==> config.mk <==
export PLATFORM = sky130hd
export DESIGN_NAME = fixed_frame_packer_flat
export DESIGN_NICKNAME = d
export VERILOG_FILES = /design/src/sv/ffp_pkg.sv /design/src/sv/ffp_in_if.sv /design/src/sv/ffp_out_if.sv /design/src/sv/ffp_plan.sv /design/src/sv/fixed_frame_packer.sv /design/src/flat_wrapper.sv
export SDC_FILE = /design/constraint.sdc
export NUM_CORES = 1
export LEC_CHECK = 0
export BUFFER_PORTS_ARGS = -buffer_cell sky130_fd_sc_hd__buf_2
export CAP_MARGIN = 20
export CORE_MARGIN = 3
export CORE_UTILIZATION = 40
export CTS_CLUSTER_SIZE = 8
export DETAILED_ROUTE_END_ITERATION = 6
export GPL_TIMING_DRIVEN = 1
export PLACE_DENSITY_LB_ADDON = 0.08
export SLEW_MARGIN = 20
export SYNTH_ARGS = -nofsm -noshare
export SYNTH_HDL_FRONTEND = slang
export SYNTH_HIERARCHICAL = 1
export SYNTH_SLANG_ARGS = --single-unit
==> constraint.sdc <==
create_clock -name clk -period 9.3 [get_ports clk]
set_input_delay 1.86 -clock clk [delete_from_list [all_inputs] [get_ports clk]]
set_output_delay 1.86 -clock clk [all_outputs]
set_load 0.05 [all_outputs]
==> src/sv/ffp_pkg.sv <==
// ffp_pkg: shared constants, types and helpers for the fixed frame packer
// no dependencies; imported by the planner, the top level and the testbench
package ffp_pkg;

  // frame geometry and separator marker
  localparam logic [9:0]  FRAME_SIZE = 10'd1020;
  localparam logic [31:0] SEP_MARKER = 32'h49524F4E;

  // result kinds
  localparam logic [1:0] KIND_MSG = 2'd0;
  localparam logic [1:0] KIND_PAD = 2'd1;
  localparam logic [1:0] KIND_SEP = 2'd2;

  // emit sequence positions: padding run, eight separator bytes, message byte
  localparam logic [3:0] IDX_PAD      = 4'd0;
  localparam logic [3:0] IDX_SEP0     = 4'd1;
  localparam logic [3:0] IDX_SEP_LAST = 4'd8;
  localparam logic [3:0] IDX_MSG      = 4'd9;

  // what one accepted word turns into
  typedef struct packed {
    logic        pad;
    logic [9:0]  pad_count;
    logic        sep;
    logic [15:0] sum;
    logic [7:0]  data;
  } plan_t;

  // separator byte at a sequence position, most significant byte first
  function automatic logic [7:0] sep_byte(input logic [3:0] idx, input logic [15:0] sum);
    logic [63:0] word;
    logic [2:0]  pos;
    word = {sum, SEP_MARKER, 6'd0, FRAME_SIZE};
    pos  = 3'(idx - IDX_SEP0);
    sep_byte = word[8 * (3'd7 - pos) +: 8];
  endfunction

endpackage

==> src/sv/ffp_in_if.sv <==
// ffp_in_if: valid/ready channel carrying one message word into the packer
// no dependencies
interface ffp_in_if;
  logic       valid;
  logic       ready;
  logic [7:0] data_byte;
  logic [9:0] message_length;
  logic       first_of_message;

  modport source (output valid, data_byte, message_length, first_of_message, input ready);
  modport sink   (input valid, data_byte, message_length, first_of_message, output ready);
endinterface

==> src/sv/ffp_out_if.sv <==
// ffp_out_if: valid/ready channel carrying one packed output word
// no dependencies
interface ffp_out_if;
  logic       valid;
  logic       ready;
  logic [1:0] out_kind;
  logic [7:0] out_byte;
  logic [9:0] pad_count;
  logic       last_of_run;

  modport source (output valid, out_kind, out_byte, pad_count, last_of_run, input ready);
  modport sink   (input valid, out_kind, out_byte, pad_count, last_of_run, output ready);
endinterface

==> src/sv/ffp_plan.sv <==
// ffp_plan: frame check for one input word; decides padding and separator
// and computes the next frame fill and checksum; depends on ffp_pkg
module ffp_plan import ffp_pkg::*; (
  input  logic [7:0]  data_byte,
  input  logic [9:0]  message_length,
  input  logic        first_of_message,
  input  logic [9:0]  fill,
  input  logic [15:0] checksum,
  output plan_t       plan,
  output logic [9:0]  fill_next,
  output logic [15:0] checksum_next
);

  logic [10:0] fit_sum;
  logic        need_pad;
  logic [9:0]  fill_pad;
  logic        need_sep;
  logic [9:0]  fill_base;
  logic [10:0] booked;
  logic [15:0] sum_base;

  // padding when the message overruns a frame that is not yet full
  always_comb begin
    fit_sum  = {1'b0, fill} + {1'b0, message_length};
    need_pad = first_of_message && (fill < FRAME_SIZE) && (fit_sum > {1'b0, FRAME_SIZE});
    fill_pad = need_pad ? FRAME_SIZE : fill;
    need_sep = first_of_message && (fill_pad >= FRAME_SIZE);
  end

  // book the message length, saturating at the frame size
  always_comb begin
    fill_base = need_sep ? 10'd0 : fill_pad;
    booked    = {1'b0, fill_base} + {1'b0, message_length};
    if (!first_of_message) begin
      fill_next = fill;
    end else if (booked > {1'b0, FRAME_SIZE}) begin
      fill_next = FRAME_SIZE;
    end else begin
      fill_next = booked[9:0];
    end
  end

  // checksum restarts after a separator
  always_comb begin
    sum_base      = need_sep ? 16'd0 : checksum;
    checksum_next = sum_base + {8'd0, data_byte};
  end

  always_comb begin
    plan.pad       = need_pad;
    plan.pad_count = FRAME_SIZE - fill;
    plan.sep       = need_sep;
    plan.sum       = checksum;
    plan.data      = data_byte;
  end

endmodule

==> src/sv/fixed_frame_packer.sv <==
// fixed_frame_packer: top level; frame state, emit sequencer and output register
// depends on ffp_pkg, ffp_in_if, ffp_out_if and ffp_plan
//
// Usage:
//   items   : message words in (data_byte, message_length, first_of_message);
//             message_length is looked at only when first_of_message is set.
//   results : packed words out (out_kind, out_byte, pad_count, last_of_run).
//             Kinds are message byte, one zero padding run (pad_count zeros)
//             and separator byte; last_of_run marks the message byte that
//             closes the results of one input word.
// Path: an accepted word is registered in the sequencer stage, and its
//   results then load the output register whenever that register is free
//   or being read.
// Throughput: one word per cycle inside a frame unless the receiver stalls. A
//   first byte that closes a frame holds the sequencer for separator + byte or
//   padding run + separator + byte; it emits one result a cycle while unstalled.
// Reset: synchronous; the frame counts as full and the checksum is zero, so
//   the first message is preceded by a separator. Output valid drops.
// Receiver stall: the output register holds its word; the sequencer and then
//   the input side stop. The next input is taken in the same cycle the last
//   result of the current one moves into the output register.
module fixed_frame_packer import ffp_pkg::*; (
  input logic     clk,
  input logic     rst,
  ffp_in_if.sink  items,
  ffp_out_if.source results
);

  logic [9:0]  fill;
  logic [15:0] checksum;
  logic [9:0]  fill_next;
  logic [15:0] checksum_next;
  plan_t       plan;

  logic        s_valid;
  plan_t       s_plan;
  logic [3:0]  s_idx;
  logic [3:0]  s_idx_next;
  logic [3:0]  start_idx;

  logic        out_load;
  logic        emit;
  logic        emit_last;
  logic        take;

  ffp_plan u_plan (
    .data_byte        (items.data_byte),
    .message_length   (items.message_length),
    .first_of_message (items.first_of_message),
    .fill             (fill),
    .checksum         (checksum),
    .plan             (plan),
    .fill_next        (fill_next),
    .checksum_next    (checksum_next)
  );

  // handshake glue
  always_comb begin
    out_load    = !results.valid || results.ready;
    emit        = s_valid && out_load;
    emit_last   = emit && (s_idx == IDX_MSG);
    items.ready = !s_valid || emit_last;
    take        = items.valid && items.ready;
  end

  // frame state advances when a word is accepted
  always_ff @(posedge clk) begin
    if (rst) begin
      fill     <= FRAME_SIZE;
      checksum <= 16'd0;
    end else if (take) begin
      fill     <= fill_next;
      checksum <= checksum_next;
    end
  end

  // first and following sequence positions
  always_comb begin
    if (plan.pad) begin
      start_idx = IDX_PAD;
    end else if (plan.sep) begin
      start_idx = IDX_SEP0;
    end else begin
      start_idx = IDX_MSG;
    end
    case (s_idx)
      IDX_PAD:      s_idx_next = IDX_SEP0;
      IDX_SEP_LAST: s_idx_next = IDX_MSG;
      default:      s_idx_next = s_idx + 4'd1;
    endcase
  end

  // sequencer stage
  always_ff @(posedge clk) begin
    if (rst) begin
      s_valid <= 1'b0;
    end else if (take) begin
      s_valid <= 1'b1;
    end else if (emit_last) begin
      s_valid <= 1'b0;
    end
  end

  always_ff @(posedge clk) begin
    if (take) begin
      s_plan <= plan;
      s_idx  <= start_idx;
    end else if (emit) begin
      s_idx  <= s_idx_next;
    end
  end

  // output register
  always_ff @(posedge clk) begin
    if (rst) begin
      results.valid <= 1'b0;
    end else if (emit) begin
      results.valid <= 1'b1;
    end else if (results.ready) begin
      results.valid <= 1'b0;
    end
  end

  always_ff @(posedge clk) begin
    if (emit) begin
      case (s_idx)
        IDX_PAD: begin
          results.out_kind    <= KIND_PAD;
          results.out_byte    <= 8'd0;
          results.pad_count   <= s_plan.pad_count;
          results.last_of_run <= 1'b0;
        end
        IDX_MSG: begin
          results.out_kind    <= KIND_MSG;
          results.out_byte    <= s_plan.data;
          results.pad_count   <= 10'd0;
          results.last_of_run <= 1'b1;
        end
        default: begin
          results.out_kind    <= KIND_SEP;
          results.out_byte    <= sep_byte(s_idx, s_plan.sum);
          results.pad_count   <= 10'd0;
          results.last_of_run <= 1'b0;
        end
      endcase
    end
  end

`ifndef SYNTHESIS
  // booked fill never passes the frame size
  a_fill_bound: assert property (@(posedge clk) disable iff (rst)
    fill <= FRAME_SIZE)
    else $error("frame fill above frame size");

  // a padding run is always followed by the separator
  a_pad_then_sep: assert property (@(posedge clk) disable iff (rst)
    (emit && s_idx == IDX_PAD) |=> (s_valid && s_idx == IDX_SEP0))
    else $error("padding run not followed by separator");

  // no new word while earlier results are still queued in the sequencer
  a_no_overrun: assert property (@(posedge clk) disable iff (rst)
    (s_valid && items.ready) |-> emit_last)
    else $error("input taken while sequencer busy");

  // only the message byte closes a run
  a_last_is_msg: assert property (@(posedge clk) disable iff (rst)
    results.valid |-> (results.last_of_run == (results.out_kind == KIND_MSG)))
    else $error("run end on wrong result kind");
`endif

endmodule

==> src/flat_wrapper.sv <==
// flat-port wrapper written by rule: the top's interface ports become plain ports
module fixed_frame_packer_flat import ffp_pkg::*;
  (clk, rst, items_valid, items_data_byte, items_message_length, items_first_of_message, items_ready, results_valid, results_out_kind, results_out_byte, results_pad_count, results_last_of_run, results_ready);
  ffp_in_if items_i ();
  ffp_out_if results_i ();
  input logic clk;
  input logic rst;
  input wire logic [$bits(items_i.valid)-1:0] items_valid;
  input wire logic [$bits(items_i.data_byte)-1:0] items_data_byte;
  input wire logic [$bits(items_i.message_length)-1:0] items_message_length;
  input wire logic [$bits(items_i.first_of_message)-1:0] items_first_of_message;
  output wire logic [$bits(items_i.ready)-1:0] items_ready;
  output wire logic [$bits(results_i.valid)-1:0] results_valid;
  output wire logic [$bits(results_i.out_kind)-1:0] results_out_kind;
  output wire logic [$bits(results_i.out_byte)-1:0] results_out_byte;
  output wire logic [$bits(results_i.pad_count)-1:0] results_pad_count;
  output wire logic [$bits(results_i.last_of_run)-1:0] results_last_of_run;
  input wire logic [$bits(results_i.ready)-1:0] results_ready;
  assign items_i.valid = items_valid;
  assign items_i.data_byte = items_data_byte;
  assign items_i.message_length = items_message_length;
  assign items_i.first_of_message = items_first_of_message;
  assign items_ready = items_i.ready;
  assign results_valid = results_i.valid;
  assign results_out_kind = results_i.out_kind;
  assign results_out_byte = results_i.out_byte;
  assign results_pad_count = results_i.pad_count;
  assign results_last_of_run = results_i.last_of_run;
  assign results_i.ready = results_ready;
  fixed_frame_packer u_core (.clk(clk), .rst(rst), .items(items_i), .results(results_i));
endmodule
==> reports/results.txt, run 1 <==
Outcome = complete, no violations
Grt ovf = 0
Die height = 125 µm
Yosys top cell area share = 31.3%
Pwr Density = 230 nW/µm²
Antenna violations before repair = 0
Worst min-delay path category = flip-flop to flip-flop
GR Util met1 = 22.6%
Post-synth EDFFs = 59
Clock Latency Late Sink = 0.34 ns
Global-route wire length before repair = 19,400 µm
Antenna Cells = 0
Via count = 3,844
Leading area contributor after synthesis = edfxtp_1
Via/cell ratio = 5.17
Clk slew on worst S/H paths = 0.06 ns
Post-Syn Instances = 552
Critical path type = input port to flip-flop
Leak pwr = 2.42 nW
Bufs on Longest Clock Path = 2
R2R cell count = 21
Final Cycle Share = 71.2%
Cts bufs inserted = 9
GR Util met2 = 22.0%
Synth warn = 6
1st-pass router iterations = 4
WP data required = 9.51 ns
Slew Limit Fails = 0
FFs w/ async S/R, synth = 0%
Area growth, synth to finish = 7.28%
Ys flop type = edfxtp_1
Startpoint Class = input port
Port Buffers = 45
PnR Total Power = 1.40 mW
Die W = 125 µm
Post-cts sizing count = 0
Drt total wl = 11,500 µm
Mapped Area = 5670 µm²
Post-DP HPWL = 8710 µm
WP data arrival = 6.82 ns
Commonest cells after routing, fill and taps aside = 59 x edfxtp_1, 45 x buf_2, 45 x nor2_1
Mapped Nets = 612
Largest net degree at the start of global routing = 55
Final Util = 44.9%
Grt met3 use = 3.07%
Worst-Margin Slew = 0.894 ns
Yosys cell types = 63
Synth area leaders = edfxtp_1 31%, dfxtp_1 9.9%, ha_1 7.5%
Core footprint = 13,600 µm²
# DRC = 0
Nets = 623
Routed Antenna Nets = 0
Row count = 42
Avg Inst Size Synth = 10.3 µm²
Synthesized flop and latch total = 87
Peak supply drop = 0.0892 mV
Max_slew headroom = 40.4%
Share of layout cells above drive strength 1 = 12.7%
Min-Delay Path Depth = 0
CTS tree = done
Clock skew = 0.00632 ns
Number of hold buffers added after cts = 0
Register area share after synthesis = 41.1%
Post-CTS setup buffer count = 0
FMAX = 0.151 GHz
Setup crit end kind = flip-flop
Grt peak-use layer = met1
Final GP Congestion = 0.854
Final setup fails = 0
Die area = 15,600 µm²
H-tree depth = 3
Final hold violation count = 0
Io pins = 46
Max-cap check violation count = 0
Most common cell after layout, fill and taps aside = edfxtp_1
GRT Resource Usage Total = 15.1%
Worst reg2reg setup slack = 3.79 ns
Vias in the first global route = 3,733
Wire per inst = 15.5 µm
CP Max Fanout = 27
Tmin final = 6.62 ns
Clock Tree Root = clkbuf_16
TNS Setup = 0 ns
Starting Density = 41.8%
Starting DRT DRC Count = 273
Unrepaired setup endpoints after global routing = false
Clk sinks = 87
[flip-flops by register name, summed over array words and instances, names as in the netlist, 2 cells and up]
signal and count:
u_core/s_plan 34, u_core/checksum 16, u_core/fill 10, u_core/results.pad_count 10, u_core/results.out_byte 8, u_core/s_idx 4
u_core/results.out_kind 2
[final timing paths]
path	from	to
max	items_message_length[0]	u_core/fill[1]$_SDFFE_PP0P_
min	u_core/checksum[6]$_SDFFE_PP0P_	u_core/s_plan[14]$_DFFE_PP_
max reg2reg	u_core/fill[0]$_SDFFE_PP0P_	u_core/fill[1]$_SDFFE_PP0P_
min reg2reg	u_core/checksum[6]$_SDFFE_PP0P_	u_core/s_plan[14]$_DFFE_PP_
[metrics by stage]
step           setup slack [ns]  cell area, µm²  cells  hold slack [ns]
2_1_floorplan              3.09            5670    552            0.456
3_3_place_gp               2.49            5780    728            0.456
3_5_place_dp               2.33            5780    728            0.454
4_1_cts                    2.70            6080    744            0.475
5_1_grt                    2.29            6080    744            0.484
6_report                   2.68            6080    744            0.474
[per-layer routing]
layer,part of all wire [%],wire length [µm]
met2,42,4790
met1,53,6120
met3,3.8,437
met5,0,0
met4,1.3,153
[cell usage after synthesis (all sizes together) (4+ instances only)]
cell type / instances
o21ai: 19
o21a: 6
dfxtp: 28
ha: 34
o211ai: 6
nor2: 45
nand3: 7
mux2i: 31
and3: 5
a32o: 7
mux2: 5
inv: 18
nand2b: 40
nand2: 25
buf: 37
clkbuf: 9
a21o: 8
nand4: 4
xnor2: 23
and2: 16
a211oi: 4
or3: 4
o2111ai: 4
edfxtp: 59
a21oi: 19
xor2: 10
nor2b: 25
or2: 4
o22a: 7
[power by group]
group	switching, mW	internal, mW	total (mW)
logic	0.301	0.206	0.508
clock network	0.153	0.210	0.363
registers	0.0425	0.486	0.529
[cells by family after synthesis]
kind of cell,Yosys count,synth area share (%)
compound gates,98,12.5
xor+xnor,33,5.10
fa+ha+maj,37,8.57
buf+inv,64,7.15
flops,87,41.1
mux,36,6.47
simple gates,197,19.1
[critical path, cell delays in order]
cell       delay (ns)
buf_2            0.11
ha_1             0.19
inv_1            0.07
fa_1             0.39
nor2b_1          0.15
a2111oi_0        0.40
nand3_1          0.15
or3_1            0.36
nor4_1           0.34
o21a_2           0.53
nor2_1           0.10
ha_1             0.25
fa_1             0.43
a211oi_1         0.32
o21bai_1         0.11
a21oi_1          0.18
xnor2_1          0.16
and3_1           0.18
nand4_1          0.12
a32o_1           0.29
nand2b_1         0.07
mux2i_1          0.06
[final cells by class]
| cell class | instances | area (µm²) |
|---|---|---|
| Clock buffer | 10 | 229 |
| Clock inverter | 6 | 68.8 |
| Fill cell | 1307 | 7480 |
| Inverter | 18 | 67.6 |
| Multi-Input combinational cell | 401 | 2930 |
| Sequential cell | 87 | 2330 |
| Tap cell | 176 | 220 |
| Timing Repair Buffer | 46 | 233 |
Power figures use the tool's default switching activity.
==> run 2, diff against run 1 <==
==> constraint.sdc (replaced) <==
create_clock -name clk -period 6.55 [get_ports clk]
set_input_delay 1.31 -clock clk [delete_from_list [all_inputs] [get_ports clk]]
set_output_delay 1.31 -clock clk [all_outputs]
set_load 0.05 [all_outputs]
==> reports/results.txt, run 2 (synthesized netlist as in run 1, its figures left out) <==
Bufs on Longest Clock Path = 2
Unrepaired setup endpoints after global routing = false
Final setup fails = 0
Pwr Density = 326 nW/µm²
Post-DP HPWL = 8780 µm
Core footprint = 13,600 µm²
Grt ovf = 0
Via/cell ratio = 5.18
Post-cts sizing count = 0
Final Util = 44.9%
Clk sinks = 87
GRT Resource Usage Total = 15.4%
Vias in the first global route = 3,711
Most common cell after layout, fill and taps aside = edfxtp_1
Max FFs per register = 34
Final hold violation count = 0
Cts bufs inserted = 9
1st-pass router iterations = 4
Startpoint Class = input port
Drt total wl = 11,700 µm
Commonest cells after routing, fill and taps aside = 59 x edfxtp_1, 45 x buf_2, 45 x nor2_1
Die area = 15,600 µm²
H-tree depth = 3
Clock Tree Root = clkbuf_16
Finished Layout Cells = 745
# placed instances = 729
WP data arrival = 5.89 ns
Die height = 125 µm
Nets = 624
Antenna Cells = 0
FMAX = 0.176 GHz
Max_slew headroom = 41.7%
Via count = 3,861
Antenna violations before repair = 0
Starting DRT DRC Count = 226
Worst-Margin Slew = 0.874 ns
Row count = 42
Slew Limit Fails = 0
Largest regs = u_core/s_plan: 34 flops, u_core/checksum: 16 flops
Slowest Stage Delay on Critical Path = 0.43 ns
Clk slew on worst S/H paths = 0.06 ns
Share of layout cells above drive strength 1 = 12.7%
Final GP Congestion = 0.811
Leak pwr = 2.42 nW
CP Max Fanout = 5
TNS Setup = 0 ns
Area growth, synth to finish = 7.28%
Most flops, register = u_core/s_plan
Slowest CP cell = fa_1
Worst min-delay path category = flip-flop to flip-flop
CTS tree = done
Critical path type = input port to flip-flop
Clock Latency Late Sink = 0.34 ns
Max-cap check violation count = 0
Final hold slack = 0.463 ns
Setup crit end kind = flip-flop
Outcome = complete, no violations
Post-CTS setup buffer count = 0
Peak supply drop = 0.121 mV
Starting Density = 41.8%
Number of hold buffers added after cts = 0
Die W = 125 µm
Port Buffers = 45
# DRC = 0
Tmin final = 5.67 ns
Io pins = 46
Global-route wire length before repair = 19,500 µm
CP Cell Sequence = buf_2, ha_1, inv_1, fa_1, nor2b_1, a2111oi_0, nand3_1, or3_1, nor4_1, o21a_2, nor2_1, ha_1, fa_1, a211oi_1, o21bai_1, a21oi_1, xnor2_1, and3_1, nand4_1, a32o_1, nand2b_1, mux2i_1
WP data required = 6.76 ns
Wire per inst = 15.7 µm
Routed Antenna Nets = 0
Clock skew = 0.00795 ns
Final Cycle Share = 86.6%
Largest net degree at the start of global routing = 55
Worst reg2reg setup slack = 1.42 ns
==> run 2: cell types whose count changed in the layout (fill, tap and decap cells not counted), sizes merged <==
cell | previous run | this run
inv | 20 | 18
clkinv | 2 | 5
buf | 46 | 47
clkinvlp | 1 | 0
==> run 2: worst max-delay path, delay by kind of cell <==
kind	cells	cell delay, ns
xor+xnor	1	0.16
compound gates	6	1.53
buf+inv	2	0.18
simple gates	8	1.40
mux	1	0.06
fa+ha+maj	4	1.24
==> run 2: path summary, 6_finish.rpt <==
check,startpoint,to,depth (start not counted)
max,items_message_length[0],u_core/fill[1]$_SDFFE_PP0P_,22
min,u_core/checksum[5]$_SDFFE_PP0P_,u_core/s_plan[13]$_DFFE_PP_,0
max reg2reg,u_core/fill[0]$_SDFFE_PP0P_,u_core/fill[1]$_SDFFE_PP0P_,21
min reg2reg,u_core/checksum[5]$_SDFFE_PP0P_,u_core/s_plan[13]$_DFFE_PP_,0
==> run 2: power by group <==
group | internal [mW] | switching (mW) | total, mW | leakage [nW]
Sequential | 0.691 | 0.0593 | 0.750 | 0.806
Clock | 0.294 | 0.213 | 0.507 | 0.144
Combinational | 0.295 | 0.430 | 0.725 | 1.47
==> run 2: layer usage <==
| metal | track usage [%] | wire length (µm) |
|---|---|---|
| met1 | 23.4 | 6110 |
| met2 | 21.8 | 4920 |
| met3 | 4.14 | 577 |
| met4 | 3.44 | 83 |
| met5 | 0 | 0 |
==> run 2: final cells by class <==
type                            count  area [µm²]
Tap cell                          176         220
Clock inverter                      6        61.3
Multi-Input combinational cell    401        2930
Timing Repair Buffer               47         240
Fill cell                        1312        7480
Sequential cell                    87        2330
Clock buffer                       10         229
Inverter                           18        67.6
==> run 2: per-stage QoR <==
step / worst slack, ns / total power, mW / instance area, µm²
3_3_place_gp: 0.629 / 1.48 / 5790
5_1_grt: 0.443 / 2.12 / 6080
2_1_floorplan: 0.889 / 1.36 / 5670
3_5_place_dp: 0.511 / 1.48 / 5790
4_1_cts: 0.868 / 2.00 / 6080
6_report: 0.876 / 1.98 / 6080
